### config.mk
export PLATFORM = sky130hd
export DESIGN_NAME = air_quality_led_indicator_unit
export DESIGN_NICKNAME = d
export VERILOG_FILES = /design/src/rtl/aqli_pkg.sv /design/src/rtl/air_quality_led_indicator_unit.sv
export SDC_FILE = /design/constraint.sdc
export NUM_CORES = 1
export LEC_CHECK = 0
export BUFFER_PORTS_ARGS = -buffer_cell sky130_fd_sc_hd__buf_2
export CELL_PAD_IN_SITES_DETAIL_PLACEMENT = 1
export CELL_PAD_IN_SITES_GLOBAL_PLACEMENT = 1
export CORE_ASPECT_RATIO = 0.75
export CORE_MARGIN = 2
export CORE_UTILIZATION = 52
export DETAILED_ROUTE_END_ITERATION = 12
export PLACE_DENSITY = 0.91
export SYNTH_ARGS = -nofsm -noshare
export SYNTH_HDL_FRONTEND = slang
export SYNTH_SLANG_ARGS = --single-unit
### constraint.sdc
create_clock -name clk -period 21.5 [get_ports clk]
set_input_delay 2.15 -clock clk [delete_from_list [all_inputs] [get_ports clk]]
set_output_delay 2.15 -clock clk [all_outputs]
set_load 0.02 [all_outputs]
### src/rtl/aqli_pkg.sv
// ----------------------------------------------------------------------------
// aqli_pkg: shared types and constants for the air quality LED indicator
// Register map, sequencer states, pollutant selectors and the ramp step.
// ----------------------------------------------------------------------------
`default_nettype none

package aqli_pkg;

  localparam int CfgAddrW = 5;
  localparam int CfgDataW = 32;
  localparam int LevelW   = 8;
  localparam int ReadW    = 16;
  localparam int ProdW    = LevelW + ReadW;
  localparam int DivCntW  = $clog2(LevelW);

  // register indexes, byte address is 4 * index
  typedef enum logic [2:0] {
    REG_LEDS_ON     = 3'd0,
    REG_FULL_LEVEL  = 3'd1,
    REG_BLINK_LEVEL = 3'd2,
    REG_CO2_LOW     = 3'd3,
    REG_CO2_HIGH    = 3'd4,
    REG_PM_LOW      = 3'd5,
    REG_PM_HIGH     = 3'd6
  } reg_idx_t;

  localparam logic              RST_LEDS_ON     = 1'b1;
  localparam logic [LevelW-1:0] RST_FULL_LEVEL  = 8'd32;
  localparam logic [LevelW-1:0] RST_BLINK_LEVEL = 8'd32;
  localparam logic [ReadW-1:0]  RST_CO2_LOW     = 16'd800;
  localparam logic [ReadW-1:0]  RST_CO2_HIGH    = 16'd1500;
  localparam logic [ReadW-1:0]  RST_PM_LOW      = 16'd10;
  localparam logic [ReadW-1:0]  RST_PM_HIGH     = 16'd50;

  // pollutant pair selector
  localparam logic POL_PM  = 1'b0;
  localparam logic POL_CO2 = 1'b1;

  // out_tuser bit positions
  localparam int WR_PM  = 0;
  localparam int WR_MID = 1;
  localparam int WR_CO2 = 2;

  typedef enum logic [4:0] {
    S_IDLE = 5'b00001,
    S_RAMP = 5'b00010,
    S_MUL  = 5'b00100,
    S_DIV  = 5'b01000,
    S_DONE = 5'b10000
  } state_t;

  // one step of a brightness ramp toward its target
  function automatic logic [LevelW-1:0] ramp_step(input logic [LevelW-1:0] lvl,
                                                  input logic [LevelW-1:0] tgt);
    logic [LevelW-1:0] res;
    res = lvl;
    if (lvl > tgt) begin
      res = lvl - 1'b1;
    end else if (lvl < tgt) begin
      res = lvl + 1'b1;
    end
    return res;
  endfunction

endpackage

`default_nettype wire

### src/rtl/air_quality_led_indicator_unit.sv
// ----------------------------------------------------------------------------
// air_quality_led_indicator_unit: LED color generator for an air quality node
// One refresh tick in, one set of LED pair colors out. Gradients are computed
// by a shared multiplier and an 8-step restoring divider under a sequencer.
// ----------------------------------------------------------------------------
//  channel  dir  handshake               payload
//  in_      in   in_tvalid/in_tready     tdata: co2, pm; tuser: reset, pairing
//  out_     out  out_tvalid/out_tready   tdata: six levels; tuser: write flags
//  cfg_     in   APB psel/penable/pready register writes and reads
//
//  A tick goes from transfer to result register through a done state, plus
//  one ramp state per pollutant pair unless reset blink skips them, plus one
//  multiply state and 8 divide steps for each pair in the gradient band.
//  in_tready is high only while the sequencer is idle, which it enters in
//  the cycle after the result register loads.
//  A finished result waits in the output register while the next tick runs.
//  rst_n is synchronous: ramps clear, pulse phase sets, registers reload.
// ----------------------------------------------------------------------------
`default_nettype none

module air_quality_led_indicator_unit #(
  parameter int PULSE_TICKS = 50
) (
  input  wire logic        clk,
  input  wire logic        rst_n,
  // co2_reading [15:0], pm_reading [31:16]
  input  wire logic [31:0] in_tdata,
  // reset_waiting [0], pairing_active [1]
  input  wire logic [1:0]  in_tuser,
  input  wire logic        in_tvalid,
  output logic             in_tready,
  // pm_red [7:0], pm_green [15:8], mid_red [23:16], mid_blue [31:24],
  // co2_red [39:32], co2_green [47:40]
  output logic [47:0]      out_tdata,
  // pm_write [0], mid_write [1], co2_write [2]
  output logic [2:0]       out_tuser,
  output logic             out_tvalid,
  input  wire logic        out_tready,
  input  wire logic        cfg_psel,
  input  wire logic        cfg_penable,
  input  wire logic        cfg_pwrite,
  input  wire logic [aqli_pkg::CfgAddrW-1:0] cfg_paddr,
  input  wire logic [aqli_pkg::CfgDataW-1:0] cfg_pwdata,
  output logic [aqli_pkg::CfgDataW-1:0]      cfg_prdata,
  output logic             cfg_pready
);

  localparam int TickW = (PULSE_TICKS > 2) ? $clog2(PULSE_TICKS) : 1;
  localparam logic [TickW:0] TickWrap = (TickW+1)'(PULSE_TICKS);
  localparam logic [aqli_pkg::DivCntW-1:0] DivLast =
    aqli_pkg::DivCntW'(aqli_pkg::LevelW - 1);

  // configuration
  logic                        leds_on_r;
  logic [aqli_pkg::LevelW-1:0] full_level_r, blink_level_r;
  logic [aqli_pkg::ReadW-1:0]  co2_low_r, co2_high_r, pm_low_r, pm_high_r;

  // control and tick state
  aqli_pkg::state_t            state_r, state_nxt;
  logic                        sel_r;
  logic [TickW-1:0]            tick_r;
  logic                        pulse_r;
  logic [aqli_pkg::LevelW-1:0] ramp_r [2];
  logic [aqli_pkg::LevelW-1:0] pair_ramp_r;
  logic                        out_tvalid_r;

  // datapath
  logic [aqli_pkg::ReadW-1:0]  co2_r, pm_r;
  logic                        blink_r, pair_r;
  logic [aqli_pkg::LevelW-1:0] res_red_r [2];
  logic [aqli_pkg::LevelW-1:0] res_grn_r [2];
  logic                        res_wr_r [2];
  logic [aqli_pkg::LevelW-1:0] mul_a_r;
  logic [aqli_pkg::ReadW-1:0]  mul_b_r, div_d_r;
  logic                        grn_r;
  logic [aqli_pkg::ReadW-1:0]  rem_r;
  logic [aqli_pkg::LevelW-1:0] dq_r;
  logic [aqli_pkg::DivCntW-1:0] div_cnt_r;
  logic [47:0]                 out_tdata_r;
  logic [2:0]                  out_tuser_r;

  // -------------------------------------------------------------------------
  // Configuration port
  // -------------------------------------------------------------------------
  logic                  cfg_wr;
  aqli_pkg::reg_idx_t    cfg_idx;

  assign cfg_pready = 1'b1;
  assign cfg_wr     = cfg_psel && cfg_penable && cfg_pwrite;
  assign cfg_idx    = aqli_pkg::reg_idx_t'(cfg_paddr[aqli_pkg::CfgAddrW-1:2]);

  always_comb begin
    cfg_prdata = '0;
    case (cfg_idx)
      aqli_pkg::REG_LEDS_ON:     cfg_prdata = 32'(leds_on_r);
      aqli_pkg::REG_FULL_LEVEL:  cfg_prdata = 32'(full_level_r);
      aqli_pkg::REG_BLINK_LEVEL: cfg_prdata = 32'(blink_level_r);
      aqli_pkg::REG_CO2_LOW:     cfg_prdata = 32'(co2_low_r);
      aqli_pkg::REG_CO2_HIGH:    cfg_prdata = 32'(co2_high_r);
      aqli_pkg::REG_PM_LOW:      cfg_prdata = 32'(pm_low_r);
      aqli_pkg::REG_PM_HIGH:     cfg_prdata = 32'(pm_high_r);
      default:                   cfg_prdata = '0;
    endcase
  end

  // -------------------------------------------------------------------------
  // Pollutant ramp and gradient setup
  // -------------------------------------------------------------------------
  logic                        in_xfer, out_free;
  logic [aqli_pkg::ReadW-1:0]  pv, plo, phi, pmid;
  logic                        p_above, p_low, p_high, p_below_mid, p_zero;
  logic [aqli_pkg::LevelW-1:0] p_tgt, p_lvl;

  assign in_tready = (state_r == aqli_pkg::S_IDLE);
  assign in_xfer   = in_tvalid && in_tready;
  assign out_free  = !out_tvalid_r || out_tready;

  assign pv   = (sel_r == aqli_pkg::POL_CO2) ? co2_r      : pm_r;
  assign plo  = (sel_r == aqli_pkg::POL_CO2) ? co2_low_r  : pm_low_r;
  assign phi  = (sel_r == aqli_pkg::POL_CO2) ? co2_high_r : pm_high_r;
  assign pmid = plo + ((phi - plo) >> 1);

  assign p_zero      = (pv == '0);
  assign p_above     = pv > phi;
  assign p_low       = pv <= plo;
  assign p_high      = pv >= phi;
  assign p_below_mid = pv < pmid;
  // above the high mark the target pulses with the phase
  assign p_tgt = (leds_on_r && (!p_above || pulse_r)) ? full_level_r : '0;
  assign p_lvl = aqli_pkg::ramp_step(ramp_r[sel_r], p_tgt);

  logic p_need_div;
  assign p_need_div = !p_zero && !p_above && !p_low && !p_high;

  // -------------------------------------------------------------------------
  // Shared multiplier and restoring divide step
  // -------------------------------------------------------------------------
  logic [aqli_pkg::ProdW-1:0]  prod;
  logic [aqli_pkg::ReadW:0]    div_trial;
  logic                        div_ge;
  logic [aqli_pkg::ReadW-1:0]  rem_step;
  logic [aqli_pkg::LevelW-1:0] dq_step;
  logic [aqli_pkg::ReadW:0]    div_diff;

  assign prod      = aqli_pkg::ProdW'(mul_a_r) * aqli_pkg::ProdW'(mul_b_r);
  assign div_trial = {rem_r, dq_r[aqli_pkg::LevelW-1]};
  assign div_ge    = div_trial >= {1'b0, div_d_r};
  assign div_diff  = div_trial - {1'b0, div_d_r};
  assign rem_step  = div_ge ? div_diff[aqli_pkg::ReadW-1:0]
                            : div_trial[aqli_pkg::ReadW-1:0];
  assign dq_step   = {dq_r[aqli_pkg::LevelW-2:0], div_ge};

  // -------------------------------------------------------------------------
  // Middle pair and tick
  // -------------------------------------------------------------------------
  logic                        blink_phase;
  logic                        mid_en;
  logic [aqli_pkg::LevelW-1:0] pair_lvl;
  logic [TickW:0]              tick_inc;
  logic                        tick_wrap;

  assign blink_phase = !pulse_r;
  assign mid_en   = pair_r || (pair_ramp_r != '0) || (co2_r == '0 && pm_r == '0);
  assign pair_lvl = aqli_pkg::ramp_step(pair_ramp_r,
                                        (leds_on_r && pulse_r) ? full_level_r : '0);
  assign tick_inc  = {1'b0, tick_r} + 1'b1;
  assign tick_wrap = tick_inc >= TickWrap;

  // -------------------------------------------------------------------------
  // Sequencer
  // -------------------------------------------------------------------------
  always_comb begin
    state_nxt = state_r;
    case (state_r)
      aqli_pkg::S_IDLE: begin
        if (in_xfer) begin
          state_nxt = in_tuser[0] ? aqli_pkg::S_DONE : aqli_pkg::S_RAMP;
        end
      end
      aqli_pkg::S_RAMP: begin
        if (p_need_div) begin
          state_nxt = aqli_pkg::S_MUL;
        end else if (sel_r == aqli_pkg::POL_CO2) begin
          state_nxt = aqli_pkg::S_DONE;
        end
      end
      aqli_pkg::S_MUL: state_nxt = aqli_pkg::S_DIV;
      aqli_pkg::S_DIV: begin
        if (div_cnt_r == DivLast) begin
          state_nxt = (sel_r == aqli_pkg::POL_CO2) ? aqli_pkg::S_DONE
                                                   : aqli_pkg::S_RAMP;
        end
      end
      aqli_pkg::S_DONE: begin
        if (out_free) begin
          state_nxt = aqli_pkg::S_IDLE;
        end
      end
      default: state_nxt = aqli_pkg::S_IDLE;
    endcase
  end

  // control state, configuration and ramps
  always_ff @(posedge clk) begin
    if (!rst_n) begin
      state_r       <= aqli_pkg::S_IDLE;
      sel_r         <= aqli_pkg::POL_PM;
      tick_r        <= '0;
      pulse_r       <= 1'b1;
      ramp_r[0]     <= '0;
      ramp_r[1]     <= '0;
      pair_ramp_r   <= '0;
      out_tvalid_r  <= 1'b0;
      leds_on_r     <= aqli_pkg::RST_LEDS_ON;
      full_level_r  <= aqli_pkg::RST_FULL_LEVEL;
      blink_level_r <= aqli_pkg::RST_BLINK_LEVEL;
      co2_low_r     <= aqli_pkg::RST_CO2_LOW;
      co2_high_r    <= aqli_pkg::RST_CO2_HIGH;
      pm_low_r      <= aqli_pkg::RST_PM_LOW;
      pm_high_r     <= aqli_pkg::RST_PM_HIGH;
    end else begin
      state_r <= state_nxt;

      if (cfg_wr) begin
        case (cfg_idx)
          aqli_pkg::REG_LEDS_ON:     leds_on_r     <= cfg_pwdata[0];
          aqli_pkg::REG_FULL_LEVEL:  full_level_r  <= cfg_pwdata[7:0];
          aqli_pkg::REG_BLINK_LEVEL: blink_level_r <= cfg_pwdata[7:0];
          aqli_pkg::REG_CO2_LOW:     co2_low_r     <= cfg_pwdata[15:0];
          aqli_pkg::REG_CO2_HIGH:    co2_high_r    <= cfg_pwdata[15:0];
          aqli_pkg::REG_PM_LOW:      pm_low_r      <= cfg_pwdata[15:0];
          aqli_pkg::REG_PM_HIGH:     pm_high_r     <= cfg_pwdata[15:0];
          default: ;
        endcase
      end

      // load a new result, else drop the one just transferred
      if (state_r == aqli_pkg::S_DONE && out_free) begin
        out_tvalid_r <= 1'b1;
      end else if (out_tvalid_r && out_tready) begin
        out_tvalid_r <= 1'b0;
      end

      case (state_r)
        aqli_pkg::S_IDLE: begin
          sel_r <= aqli_pkg::POL_PM;
        end
        aqli_pkg::S_RAMP: begin
          // a zero reading holds its ramp
          if (!p_zero) begin
            ramp_r[sel_r] <= p_lvl;
          end
          if (!p_need_div) begin
            sel_r <= aqli_pkg::POL_CO2;
          end
        end
        aqli_pkg::S_DIV: begin
          if (div_cnt_r == DivLast) begin
            sel_r <= aqli_pkg::POL_CO2;
          end
        end
        aqli_pkg::S_DONE: begin
          if (out_free) begin
            if (blink_r) begin
              pulse_r <= blink_phase;
            end else begin
              if (mid_en) begin
                pair_ramp_r <= pair_lvl;
              end
              // phase is sampled above before the tick advances
              if (tick_wrap) begin
                tick_r  <= '0;
                pulse_r <= !pulse_r;
              end else begin
                tick_r <= tick_inc[TickW-1:0];
              end
            end
          end
        end
        default: ;
      endcase
    end
  end

  // payload registers
  always_ff @(posedge clk) begin
    case (state_r)
      aqli_pkg::S_IDLE: begin
        if (in_xfer) begin
          co2_r   <= in_tdata[15:0];
          pm_r    <= in_tdata[31:16];
          blink_r <= in_tuser[0];
          pair_r  <= in_tuser[1];
        end
      end
      aqli_pkg::S_RAMP: begin
        res_wr_r[sel_r] <= !p_zero;
        mul_a_r         <= p_lvl;
        if (p_zero) begin
          res_red_r[sel_r] <= '0;
          res_grn_r[sel_r] <= '0;
        end else if (p_above) begin
          res_red_r[sel_r] <= p_lvl;
          res_grn_r[sel_r] <= '0;
        end else if (p_low) begin
          res_red_r[sel_r] <= '0;
          res_grn_r[sel_r] <= p_lvl;
        end else if (p_high) begin
          res_red_r[sel_r] <= p_lvl;
          res_grn_r[sel_r] <= '0;
        end else if (p_below_mid) begin
          // red rises from low to mid
          res_grn_r[sel_r] <= p_lvl;
          mul_b_r          <= pv - plo;
          div_d_r          <= pmid - plo;
          grn_r            <= 1'b0;
        end else begin
          // green falls from mid to high
          res_red_r[sel_r] <= p_lvl;
          mul_b_r          <= phi - pv;
          div_d_r          <= phi - pmid;
          grn_r            <= 1'b1;
        end
      end
      aqli_pkg::S_MUL: begin
        // quotient fits the level width, so the upper product bits start below
        // the divisor
        rem_r     <= prod[aqli_pkg::ProdW-1:aqli_pkg::LevelW];
        dq_r      <= prod[aqli_pkg::LevelW-1:0];
        div_cnt_r <= '0;
      end
      aqli_pkg::S_DIV: begin
        rem_r     <= rem_step;
        dq_r      <= dq_step;
        div_cnt_r <= div_cnt_r + 1'b1;
        if (div_cnt_r == DivLast) begin
          if (grn_r) begin
            res_grn_r[sel_r] <= dq_step;
          end else begin
            res_red_r[sel_r] <= dq_step;
          end
        end
      end
      aqli_pkg::S_DONE: begin
        if (out_free) begin
          if (blink_r) begin
            out_tdata_r <= {16'd0, 8'd0, (blink_phase ? blink_level_r : 8'd0), 16'd0};
            out_tuser_r <= 3'b010;
          end else begin
            out_tdata_r <= {res_grn_r[1], res_red_r[1],
                            (mid_en ? pair_lvl : 8'd0), 8'd0,
                            res_grn_r[0], res_red_r[0]};
            out_tuser_r <= {res_wr_r[1], mid_en, res_wr_r[0]};
          end
        end
      end
      default: ;
    endcase
  end

  assign out_tvalid = out_tvalid_r;
  assign out_tdata  = out_tdata_r;
  assign out_tuser  = out_tuser_r;

  // -------------------------------------------------------------------------
  // Assertions
  // -------------------------------------------------------------------------
  a_rem_below_div: assert property (@(posedge clk) disable iff (!rst_n)
    (state_r == aqli_pkg::S_DIV) |-> (rem_r < div_d_r))
    else $error("divider remainder not below divisor");

  a_quot_bound: assert property (@(posedge clk) disable iff (!rst_n)
    (state_r == aqli_pkg::S_DIV && div_cnt_r == DivLast) |-> (dq_step <= mul_a_r))
    else $error("gradient quotient exceeds ramp level");

  a_mul_to_div: assert property (@(posedge clk) disable iff (!rst_n)
    (state_r == aqli_pkg::S_MUL) |=> (state_r == aqli_pkg::S_DIV))
    else $error("multiply not followed by divide");

  a_accept_busy: assert property (@(posedge clk) disable iff (!rst_n)
    in_xfer |=> (state_r != aqli_pkg::S_IDLE))
    else $error("sequencer idle after input transfer");

  a_blink_clean: assert property (@(posedge clk) disable iff (!rst_n)
    (out_tvalid_r && out_tdata_r[23:16] != 8'd0) |->
      (out_tuser_r[aqli_pkg::WR_MID] && !out_tuser_r[aqli_pkg::WR_PM] &&
       !out_tuser_r[aqli_pkg::WR_CO2]))
    else $error("pollutant pair written during reset blink");

endmodule

`default_nettype wire
Word level (Yosys, flattened, before mapping)

Memory sizes are Yosys's and may differ from the RTL's. A register that Yosys moved wholly into a read port is not among the register bits.
Index checks and enable logic that the tools add are counted.

Register bits: 224
Latch bits: 0
RAM bits: 50
Bits in read-only memories: 0
Logic and storage cells: 230
Memories kept: 4

Memories:

| memory    | words | bits a word | rd ports | clocked after Yosys merged registers in | write ports | RTL line                             | source |
|---|---|---|---|---|---|---|---|
| ramp_r    | 2     | 8           | 1        | 1                                       | 2           | air_quality_led_indicator_unit.sv:63 | `logic [aqli_pkg::LevelW-1:0] ramp_r [2];` |
| res_grn_r | 2     | 8           | 2        | 2                                       | 1           | air_quality_led_indicator_unit.sv:71 | `logic [aqli_pkg::LevelW-1:0] res_grn_r [2];` |
| res_red_r | 2     | 8           | 2        | 2                                       | 1           | air_quality_led_indicator_unit.sv:70 | `logic [aqli_pkg::LevelW-1:0] res_red_r [2];` |
| res_wr_r  | 2     | 1           | 2        | 2                                       | 1           | air_quality_led_indicator_unit.sv:72 | `logic res_wr_r [2];` |

Add/subtract/negate cells: 13
Multipliers: 1
Div/mod/pow operators: 0
Order comparisons: 10
Equal/unequal tests: 17
Shift operators: 0
Mux-type cells: 94
Bitwise gates (word level): 16
Reduce and logical (&&, ||, !) cells: 48

Operators with widths:

| cell                | number |
|---|---|
| $mux 8              | 17 |
| $pmux 16 s7         | 1 |
| $mux 16             | 6 |
| $sub 16x16->16      | 6 |
| $mux 1              | 57 |
| $logic_not 16->1    | 3 |
| $mux 5              | 7 |
| $pmux 16 s2         | 1 |
| $pmux 5 s5          | 1 |
| $mul 8x16->24       | 1 |
| $reduce_and 2->1    | 9 |
| $ge 17x16->1        | 1 |
| $add 16x15->16      | 1 |
| $add 8x1->8 const B | 2 |
| $ge 16x16->1        | 1 |
| $gt 16x16->1        | 1 |
| $gt 8x8->1          | 2 |
| $le 16x16->1        | 1 |
| $lt 16x16->1        | 1 |
| $lt 8x8->1          | 2 |
| $pmux 8 s2          | 1 |
| $sub 8x1->8 const B | 2 |
| $eq 3x3->1 const B  | 4 |
| $logic_and 1x1->1   | 11 |
| 29 further kinds    | 60 |

Depth between registers and ports, before layout

Word-level depth: 14
Depth in mapped cells: 35
Depth with buffers taken out: 30

Worst setup path after synthesis

No wires, ideal clock.

Kind: register -> register
Start: register sel_r
End: memory res_grn_r[1][0] (netlist bit) (enable)
Library setup time: 0.373 ns
Data arrival time: 7.212 ns
Slack: 13.915 ns
Stages on the path, launching flop included: 32
Period minus slack after synthesis: 7.585 ns
Cells stage by stage: dfxtp_1 buf_2 buf_1 clkbuf_1 buf_1 mux2i_1 inv_1 fa_1 nor2b_1 o21ai_0 a21boi_0 o21ai_0 a21boi_0 o21ai_0 a21boi_0 o21ai_0 nor2b_1 xnor2_1 ha_1 and3_1 o2bb2ai_1 a311oi_1 o21ba_2 o21bai_1 a21oi_1 xnor2_1 ha_1 nor3b_1 a311o_1 a21oi_1 nor2_1 nor2b_1

Cells in the longest elaborated chain, start to end: 13
Elaborated cells on any way between the ends: 40

RTL lines:

| item                                     | RTL line                                                                     | source |
|---|---|---|
| start: declaration                       | air_quality_led_indicator_unit.sv:60                                         | `logic sel_r;` |
| start signal: assignment                 | air_quality_led_indicator_unit.sv:207                                        | `sel_r <= aqli_pkg::POL_PM;` |
| start signal: assignment                 | air_quality_led_indicator_unit.sv:246                                        | `sel_r <= aqli_pkg::POL_PM;` |
| start signal: assignment                 | air_quality_led_indicator_unit.sv:254                                        | `sel_r <= aqli_pkg::POL_CO2;` |
| $mux 16 (on tied branches)               | air_quality_led_indicator_unit.sv:120, air_quality_led_indicator_unit.sv:119 |  |
| $sub 16x16->16                           | air_quality_led_indicator_unit.sv:121                                        | `assign pmid = plo + ((phi - plo) >> 1);` |
| $add 16x15->16                           | air_quality_led_indicator_unit.sv:121                                        |  |
| $lt 16x16->1                             | air_quality_led_indicator_unit.sv:127                                        | `assign p_below_mid = pv < pmid;` |
| $mux 1                                   | air_quality_led_indicator_unit.sv:311                                        | `end else if (p_below_mid) begin` |
| $mux 1                                   | air_quality_led_indicator_unit.sv:308                                        | `end else if (p_high) begin` |
| $mux 1                                   | air_quality_led_indicator_unit.sv:305                                        | `end else if (p_low) begin` |
| $mux 1                                   | air_quality_led_indicator_unit.sv:302                                        | `end else if (p_above) begin` |
| $mux 1                                   | air_quality_led_indicator_unit.sv:299                                        | `if (p_zero) begin` |
| $mux 1                                   | air_quality_led_indicator_unit.sv:287                                        | `case (state_r)` |
| $mux 1 (implied by the code)             | air_quality_led_indicator_unit.sv:313                                        | `res_grn_r[sel_r] <= p_lvl;` |
| $or 1x1->1 (no source line) (2 in a row) | --                                                                           |  |
| end: declaration                         | air_quality_led_indicator_unit.sv:71                                         |  |

Several ways; a longest one is shown, not always the timed one.

Worst setup path after layout

Start: register sel_r
End: memory res_grn_r[1][2] (netlist bit) (enable)

Same word-level chain as after synthesis.

==> results.md <==
- Outcome: finished, final reports clean
- Gpl congestion: 0.9059
- Final hold vios: 0
- Crit share post-route: 39.54%
- Final WS setup: 13.00 ns
- CP max stage cell: buf_4
- RSZ-0062 raised after global routing: no
- Resized Gates After CTS: 0
- H-tree levels: 2
- Switch Pwr: 0.6008 mW
- PwrDens: 71.78 mW/mm2
- R2R cell count: 30
- Commonest non-fill, non-tap cell in the layout: nand2_1
- Syn-to-layout area delta: 9.443%
- Type of the tightest min-delay check: flop to flop
- CTS Hold Buffers Added: 0
- Worst Tran Pin Value: 1.263 ns
- Avg Synthesized Cell Area: 9.343 um2
- Cts bufs inserted: 34
- Sequential Power Share: 38.4%
- Antenna Cells: 0
- Hold Path Stages: 2
- Pins over their slew limit: 0
- # rows: 66
- CTS tree: done
- Most frequent cells in the layout: 327 x nand2_1, 218 x inv_1, 203 x edfxtp_1
- First-pass GRT wire length: 112.9 mm
- Postcts setup bufs: 0
- DR vias/cell: 6.142
- Clk Latency, worst-skew pair: 0.54 ns
- Rel. slew slack: 15.79%
- Max Freq: 117.6 MHz
- CP Capture Type: flop
- DR pass1 iterations: 6
- Ratio of cells with drive above 1 in the final layout: 9.728%
- Initial Utilization: 52.75%
- I/O pins: 164
- Clock sinks: 307
- GRT Residual Overflow: 0
- Yosys top cell area share: 26.65%
- Synth area leader: edfxtp_1
- Family with the most delay on the worst path: compound AO/OA/AOI/OAI gates
- CP required: 21.65 ns
- HP Start: pm_high_r[3]$_SDFFE_PN0P_
- Sequential fraction of the synthesis area: 35.76%
- R2r setup slk: 13.00 ns
- Total GRT Usage: 31.61%
- Netlist Area Pre-Place: 0.02287 mm2
- Antenna-violating nets left: 0
- Chip width: 246.2 um
- Placed insts: 3088
- Synth cell types: 83
- Post-synth EDFFs: 203
- Vias in the first global route: 20530
- Top cell by count, worst path: o21ai_0
- Clock Path Buffers: 3
- Vert. Die Dim: 185.6 um
- Largest net degree at the start of global routing: 81
- Total wire length: 72.11 mm
- Core Util, Final: 57.73%
- Max stage delay on crit path: 0.70 ns
- Area of the die: 0.04569 mm2
- Setup TNS: 0 ns
- Synth Warn #: 0
- DR WL/cell: 22.91 um
- Top_reg_cell synth: edfxtp_1
- Register area: 0.008182 mm2
- Final nets: 2900
- Class of the most critical setup path: flop to flop
- Placed inst area: 0.02397 mm2
- Clock-pin transition on the worst setup and hold timing paths: 0.06 ns
- Routed via count: 19330
- Hold endpoint: pm_high_r[3]$_SDFFE_PN0P_
- Initial antenna violation count: 3
- WP buf/inv: 2
- Final setup vio count: 0
- Peak VDD IR: 0.05847 mV
- Port Buffer Count: 128
- Multi-input gate area in the final layout: 0.01350 mm2
- Reg-to-Reg Start: sel_r$_SDFFE_PN0P_
- Fin area: 0.02503 mm2
- Fillcell total: 4978
- Drt initial violations: 1569
- Static leakage: 10.67 nW
- #FFs+latches synth: 307
- Post-DP HPWL: 53.83 mm
- Clock network power share: 31.9%
- FF-to-FF End: res_grn_r[1][2]$_DFFE_PP_
- Largest cells by area after synthesis: edfxtp_1 27%, ha_1 10%, dfxtp_1 9.1%, fa_1 8.0%, nand2_1 5.4%
- Post-synthesis cell count: 2448
- Hold WS: 0.4765 ns
- Sw frac: 33.44%
- Gate power share: 29.7%
- Tmin final: 8.501 ns
- MaxCap Viol Count: 0
- Ys async rst share: 0%
- CTS Root Cell: clkbuf_16
- CORE AREA: 0.04335 mm2
- Non-filler instance count after layout: 3148
- Total Power: 1.797 mW
- Clock Skew: 0.02242 ns
- Pre-CTS setup slack: 13.26 ns
- Internal power of the cells: 1.196 mW
- DRC Markers: 0
- Nature of the critical path startpoint: flop
- Critical path arrival: 8.65 ns
- Crit Path Max Fanout: 46
-- layer usage --
metal  vias up  track usage [%]  share of wire [%]  wire (um)
li1       8672                -                  -          -
met1      9728            41.52                 42      30030
met2       787            53.73                 48      34500
met3       147            4.758                7.6       5491
met4         0            10.08                2.9       2084
met5         -                0                  0          0
-- worst register-to-register path, delay by kind of cell, from the launching register on --
family          cells  cell delay [ns]
xor+xnor            1             0.19
buf+inv             2             0.81
compound gates     14             3.36
mux                 1             0.62
fa+ha+maj           3             1.02
simple gates        9             1.63
flops               1             0.51
-- cells in the mapped netlist, types with 21 or more instances --
| library cell | n |
|---|---|
| clkbuf_1 | 63 |
| nand3_1 | 44 |
| inv_1 | 219 |
| nor2_1 | 155 |
| nand2_1 | 327 |
| edfxtp_1 | 203 |
| nand2b_1 | 23 |
| xnor2_1 | 80 |
| or3_1 | 24 |
| a21o_1 | 35 |
| mux2_2 | 21 |
| dfxtp_1 | 104 |
| and2_1 | 75 |
| nor3_1 | 32 |
| nor2b_1 | 68 |
| fa_1 | 91 |
| mux2i_1 | 88 |
| a21oi_1 | 162 |
| ha_1 | 185 |
| xor2_1 | 41 |
| o21ai_0 | 108 |
-- how the worst max path moves through the flow --
stage / from / end / slack, ns / cells after the start
2_1_floorplan: sel_r$_SDFFE_PN0P_ / res_grn_r[1][0]$_DFFE_PP_ / 13.91 / 31
6_report: sel_r$_SDFFE_PN0P_ / res_grn_r[1][2]$_DFFE_PP_ / 13.00 / 30
5_1_grt: sel_r$_SDFFE_PN0P_ / res_grn_r[1][2]$_DFFE_PP_ / 12.44 / 29
3_5_place_dp: sel_r$_SDFFE_PN0P_ / res_grn_r[1][3]$_DFFE_PP_ / 13.26 / 30
4_1_cts: sel_r$_SDFFE_PN0P_ / res_grn_r[1][3]$_DFFE_PP_ / 13.16 / 30
3_3_place_gp: sel_r$_SDFFE_PN0P_ / res_grn_r[1][0]$_DFFE_PP_ / 13.51 / 29
-- cells by family after synthesis --
kind of cell             share of synthesized area [%]
flip-flops                                       35.76
AO/OA/AOI/OAI                                    13.10
adder cells (fa/ha/maj)                          18.17
AND/OR/NAND/NOR                                  17.38
other                                          0.03284
buffers and inverters                            5.547
multiplexers                                     5.115
XOR/XNOR                                         4.902
-- layout make-up --
type	instances	area share (%)
clock buffer	49	3.909
sequential	307	32.69
inverter	220	3.299
tap	578	2.889
multi-input combinational	1842	53.94
timing repair buffer	141	2.949
clock inverter	11	0.3249
-- power groups by stage --
stage	Clock (mW)	Combinational [mW]	Sequential, mW
global route	0.598	0.583	0.692
CTS	0.574	0.525	0.690
floorplan	0	0.381	0.695
global placement	0	0.485	0.700
detailed placement	0	0.517	0.702
finish	0.573	0.533	0.691
-- registers in the layout, summed over array words and instances, names as in the netlist, 3 cells and up, named ones only --
register       flops
mul_a_r            8
pair_ramp_r        8
out_tuser          3
div_cnt_r          3
tick_r             6
full_level_r       8
rem_r             16
pm_r              16
res_grn_r         16
ramp_r            16
pm_low_r          16
out_tdata         48
blink_level_r      8
co2_r             16
dq_r               8
pm_high_r         16
div_d_r           16
co2_high_r        16
state_r            5
res_red_r         16
mul_b_r           16
co2_low_r         16
(Power assumes the default switching activity.)
